<file path="src/hw/rtl/sot_ram.sv">
// generic single-port write, single-port registered read ram
module sot_ram #(
  parameter int WIDTH = 8,
  parameter int DEPTH = 16
) (
  input  logic                     clk,
  input  logic                     wr_en,
  input  logic [$clog2(DEPTH)-1:0] wr_addr,
  input  logic [WIDTH-1:0]         wr_data,
  input  logic [$clog2(DEPTH)-1:0] rd_addr,
  output logic [WIDTH-1:0]         rd_data
);

  logic [WIDTH-1:0] mem [DEPTH];

  // write port and registered read
  always_ff @(posedge clk) begin
    if (wr_en) begin
      mem[wr_addr] <= wr_data;
    end
    rd_data <= mem[rd_addr];
  end

endmodule

</file>
<file path="config.mk">
export PLATFORM = sky130hd
export DESIGN_NAME = sot_ram
export DESIGN_NICKNAME = d
export VERILOG_FILES = /design/src/hw/rtl/sot_ram.sv
export SDC_FILE = /design/constraint.sdc
export NUM_CORES = 1
export LEC_CHECK = 0
export ABC_CLOCK_PERIOD_IN_PS = 2100
export BUFFER_PORTS_ARGS = -buffer_cell sky130_fd_sc_hd__buf_2
export CORE_UTILIZATION = 50
export DETAILED_ROUTE_END_ITERATION = 10
export HOLD_SLACK_MARGIN = 0.15
export PLACE_DENSITY_LB_ADDON = 0.05
export SKIP_CTS_REPAIR_TIMING = 1
export SYNTH_ARGS = -nofsm -noshare
export SYNTH_HDL_FRONTEND = slang
export SYNTH_SLANG_ARGS = --single-unit
</file>
<file path="constraint.sdc">
create_clock -name clk -period 2.1 [get_ports clk]
set_input_delay 0.525 -clock clk [delete_from_list [all_inputs] [get_ports clk]]
set_output_delay 0.525 -clock clk [all_outputs]
set_load 0.1 [all_outputs]
</file>
==> results of run 1 <==
-- sequential cells by signal (all words and copies together), names as in the netlist --
signal	count
mem	128
rd_data	8
-- cells by family after synthesis --
| kind of cell | synth area share [%] |
|---|---|
| AOI/OAI and AO/OA | 2.33 |
| DFF | 77.8 |
| muxes | 15.0 |
| and+or+nand+nor | 3.18 |
| buffers and inverters | 1.68 |
-- routing by layer --
metal / global-route usage, % / part of all wire, % / vias to the layer above
met5: 0 / 0 / -
met4: 7.26 / 1.5 / 0
met3: 5.51 / 4.5 / 11
met2: 29.6 / 47 / 61
met1: 27.2 / 47 / 1211
li1: - / - / 1093
-- metrics by stage --
step	instance area (sq um)	util, %	power [W]	setup slack [ns]
detailed placement	5570	56.4	0.00353	0.122
global route	6210	63.0	0.00681	0.224
floorplan	5150	-	0.00339	0.0821
finish	6210	63.0	0.00663	0.272
global placement	5570	56.4	0.00352	0.115
CTS	6210	63.0	0.00668	0.242
-- power breakdown --
group / internal [W] / leakage [nW] / switching (W)
combinational: 0.000128 / 0.611 / 0.000284
sequential: 0.00304 / 1.22 / 0.0000194
clock: 0.00211 / 0.308 / 0.00105
total: 0.00528 / 2.14 / 0.00135
-- cells in the final DEF (no fill, tap or decap), types with 2 or more instances in the layout --
cell | Yosys | layout
a22oi_1 | 16 | 16
buf_12 | 0 | 2
buf_2 | 3 | 25
buf_4 | 1 | 23
bufinv_16 | 0 | 5
clkbuf_1 | 0 | 2
clkbuf_16 | 0 | 16
clkbuf_8 | 0 | 3
clkinv_4 | 0 | 3
clkinvlp_4 | 0 | 2
dfxtp_1 | 8 | 8
edfxtp_1 | 128 | 128
mux4_1 | 14 | 14
mux4_2 | 18 | 18
nand2_1 | 9 | 9
nand2b_1 | 2 | 2
nand3b_1 | 2 | 2
nor2_1 | 13 | 13
nor3_1 | 4 | 4
-- area by class of cell --
| class | count | area (sq um) | share of cell area [%] |
|---|---|---|---|
| repair buffers | 50 | 338 | 5.44 |
| multi-input cells | 83 | 1060 | 17.0 |
| clock buffers | 21 | 449 | 7.23 |
| flip-flops and latches | 136 | 4000 | 64.5 |
| well taps | 133 | 166 | 2.68 |
| clock inverters | 11 | 196 | 3.16 |
-- path summary, 6_finish.rpt --
path	to	slack, ns	depth (start not counted)
max	rd_data[1]	0.27	1
min	mem[0][4]	0.39	1
max reg2reg	rd_data[2]	0.72	3
min reg2reg	rd_data[3]	0.67	3
==> summary.txt, run 1 <==
Status: complete, no violations
Area delta synth->final: 20.7%
Total Routing Usage GR: 19.5%
Final Max Tran Viols: 0
FF+latch count, synth: 136
WP data arrival: 1.30 ns
Syn Area/Cell: 22.5 sq um
Leakage Power: 2.14 nW
Most frequent cell after synthesis: edfxtp_1
Max FO, Critical Path: 1
EDFF count, synth: 128
Gpl congestion: 0.791
Port Buffers: 25
WS Path Type: register to output pin
Mapped Cells: 229
Most frequent cells after synthesis: edfxtp_1, mux4_2, a22oi_1
Number of synthesis warnings: 0
Vias per std cell: 5.47
First-pass GRT wire length: 13.8 mm
Top Family by Delay on Critical Path: buffers and inverters
Row cnt: 36
Iteration-0 DRC Markers: 97
CP max stage cell: buf_2
DR DRC count: 0
Ant diodes: 0
Crit path from: rd_data[1]
CTS Buffer Depth: 2
Dpl cells: 402
Setup Skew: 0.00822 ns
Worst setup SP type: register
Total Wirelength: 9.20 mm
CTS tree: built
Io pins: 26
Final Critical Period: 1.83 ns
Reg clk slew, reported paths: 0.06 ns
GRT overflow: 0
Fin crit share: 87.0%
Max Clock Freq: 547 MHz
Drt wl/cell: 21.2 um
Initial antenna violation count: 0
Post-synthesis sequential area ratio: 77.8%
Antenna-violating nets left: 0
Library cells used by synthesis: 19
Total CTS buffers: 17
CTS Sinks: 136
CP cell instances: buf_2
Req. time, crit path: 1.57 ns
Clk Latency, worst-skew pair: 0.51 ns
Top_reg_cell synth: edfxtp_1
HP Start: wr_data[4]
H-tree depth: 4
RSZ-0062 raised after global routing: false
Core area: 9860 sq um
Post-synth top area share: 74.7%
Pwr dens: 1070 nW/um^2
Die W: 103 um
Crit end category: output pin
Initial Util: 52.2%
Mapped Area: 5150 sq um
Hold crit path type: input port to register
Post-synth top area cell: edfxtp_1
Actual slew at the worst max-slew pin: 0.498 ns
Worst rel slew slack: 67.0%
Post-synth ARST share: 0%
Post-Syn Nets: 247
Drt pass-1 iters: 4
Tightest hold margin: 0.391 ns
Clock root cell: clkbuf_8
DIE AREA: 10700 sq um
Worst path bufs/invs: 1
Top cells by area, synth: edfxtp_1, mux4_2, mux4_1, dfxtp_1, a22oi_1
Reg2reg start: mem[9][2]
DP Wirelength: 6.06 mm
Layout cells sized above 1: 32.9%
Largest net degree at the start of global routing: 33
Max Cap Violations: 0
Final hold viol count: 0
Slowest stage delay, CP: 0.44 ns
Peak supply drop: 0.583 mV
Final Non-Filler Cells: 434
Setup TNS: 0 ns
Setup violators final: 0
Die Y: 103 um
Final nets: 306
Total number of vias: 2376
# fillers: 691
Vias in the first global route: 2443
(Power assumes the default switching activity.)
==> inputs of run 2 (changes only) <==
--- a/config.mk
+++ b/config.mk
@@ -10,7 +10,7 @@
 export CORE_UTILIZATION = 50
 export DETAILED_ROUTE_END_ITERATION = 10
 export HOLD_SLACK_MARGIN = 0.15
-export PLACE_DENSITY_LB_ADDON = 0.05
+export PLACE_DENSITY = 0.7
 export SKIP_CTS_REPAIR_TIMING = 1
 export SYNTH_ARGS = -nofsm -noshare
 export SYNTH_HDL_FRONTEND = slang
==> run 2 against run 1 <==
Compared with the run above: combinational power about the same; via count up 2.1%; design area down 0.71%; cell count unchanged; worst hold slack worse by 0.0053 ns; die area unchanged; maximum frequency up 1.3%; first-iteration DRC count up 92%; sequential cell count unchanged; critical path type unchanged; largest cell class unchanged; highest routed layer unchanged.
==> summary.txt, run 2 (synthesis gave the netlist of run 1 again) <==
Worst rel slew slack: 67.6%
Status: complete, no violations
Leakage Power: 2.13 nW
Actual slew at the worst max-slew pin: 0.489 ns
Total CTS buffers: 17
Total Routing Usage GR: 19.9%
Port Buffers: 25
Max Cap Violations: 0
WP data arrival: 1.28 ns
Most common cell after layout, fill and taps aside: edfxtp_1
DIE AREA: 10700 sq um
Final hold viol count: 0
Reg with most FFs: mem
Post-DP Area: 5570 sq um
DR DRC count: 0
Largest net degree at the start of global routing: 33
Hold path depth: 1
DP Wirelength: 5.94 mm
CP cell instances: buf_2
HP Start: wr_data[4]
WS Path Type: register to output pin
Leading cell types in the layout, fill and taps excluded: edfxtp_1, buf_2, buf_4
Core area: 9860 sq um
Clock root cell: clkbuf_8
Ant diodes: 0
Vias per std cell: 5.59
Max FO, Critical Path: 1
Reg clk slew, reported paths: 0.06 ns
Top Registers: mem: 128 flops, rd_data: 8 flops
Clk Latency, worst-skew pair: 0.51 ns
Tightest hold margin: 0.385 ns
Peak supply drop: 0.593 mV
Pre-CTS setup slack: 0.141 ns
R2r setup slk: 0.71 ns
Setup TNS: 0 ns
CTS Buffer Depth: 2
Drt wl/cell: 21.2 um
Initial Util: 52.2%
Reg2reg start: mem[5][0]
Hold crit path type: input port to register
Gpl congestion: 0.705
Drt pass-1 iters: 4
Crit Reg-Reg Endpoint: rd_data[0]
Die Y: 103 um
Crit end category: output pin
Fin crit share: 85.9%
Die W: 103 um
Total number of vias: 2425
Max reg flops: 128
Worst setup SP type: register
H-tree depth: 4
Layout cells sized above 1: 32.2%
Vias in the first global route: 2500
Pwr dens: 1050 nW/um^2
CTS tree: built
CP max stage cell: buf_2
Multi-input logic area: 1060 sq um
Final std cell area, no fill: 6170 sq um
RSZ-0062 raised after global routing: false
Hold endpoint: mem[7][4]
GRT overflow: 0
Worst path bufs/invs: 1
Antenna-violating nets left: 0
First-pass GRT wire length: 14.0 mm
Setup Skew: 0.00680 ns
Top Family by Delay on Critical Path: buffers and inverters
Final Critical Period: 1.80 ns
Area delta synth->final: 19.8%
# fillers: 701
Row cnt: 36
Req. time, crit path: 1.57 ns
Final Max Tran Viols: 0
Setup violators final: 0
Initial antenna violation count: 0
Iteration-0 DRC Markers: 186
Reg2Reg Depth: 3
Total Wirelength: 9.20 mm
Io pins: 26
Final nets: 306
CTS Sinks: 136
Worst setup margin: 0.295 ns
Slowest stage delay, CP: 0.43 ns
Max Clock Freq: 554 MHz
Register area: 4000 sq um
## run 2: cell count changes in the layout (fill, tap and decap cells not counted), sizes merged
cell and change:
clkbuf -1, clkinv +2, inv +1, clkinvlp -1, bufinv -1
## run 2: area by class of cell
class,instances,share of cell area [%]
clock inverter,12,2.86
tap,133,2.70
sequential,136,64.9
timing repair buffer,50,5.48
multi-input combinational,83,17.1
clock buffer,20,6.90
## run 2: worst register-to-register path, cell delays in order, from the launching register on
cell	delay (ns)
edfxtp_1	0.36
mux4_1	0.56
a22oi_1	0.26
nand2_1	0.09
## run 2: power by group
group          internal (W)  switching [W]  leakage [nW]
logic              0.000127       0.000283         0.612
registers           0.00304      0.0000164          1.22
clock network       0.00193        0.00106         0.291
## run 2: metal layers
metal  global-route usage, %  routed length [um]  part of all wire, %
met1                    26.1                3920                   43
met2                    32.0                4660                   51
met3                    4.91                 480                  5.2
met4                    8.34                 133                  1.4
met5                       0                   0                    0
## run 2: how the worst max path moves through the flow
stage | from | to | depth (start not counted) | slack [ns]
2_1_floorplan | wr_addr[2] | mem[0][0] | 2 | 0.08
3_3_place_gp | rd_addr[0] | rd_data[2] | 5 | 0.14
3_5_place_dp | rd_addr[0] | rd_data[4] | 5 | 0.14
4_1_cts | rd_data[5] | rd_data[5] | 1 | 0.26
5_1_grt | rd_data[3] | rd_data[3] | 1 | 0.24
6_report | rd_data[3] | rd_data[3] | 1 | 0.30
## run 2: through the flow
step	util [%]	cells	total power, W
CTS	62.5	434	0.00650
global placement	56.4	402	0.00351
finish	62.5	434	0.00645
global route	62.5	434	0.00663
detailed placement	56.4	402	0.00352
floorplan	-	229	0.00339
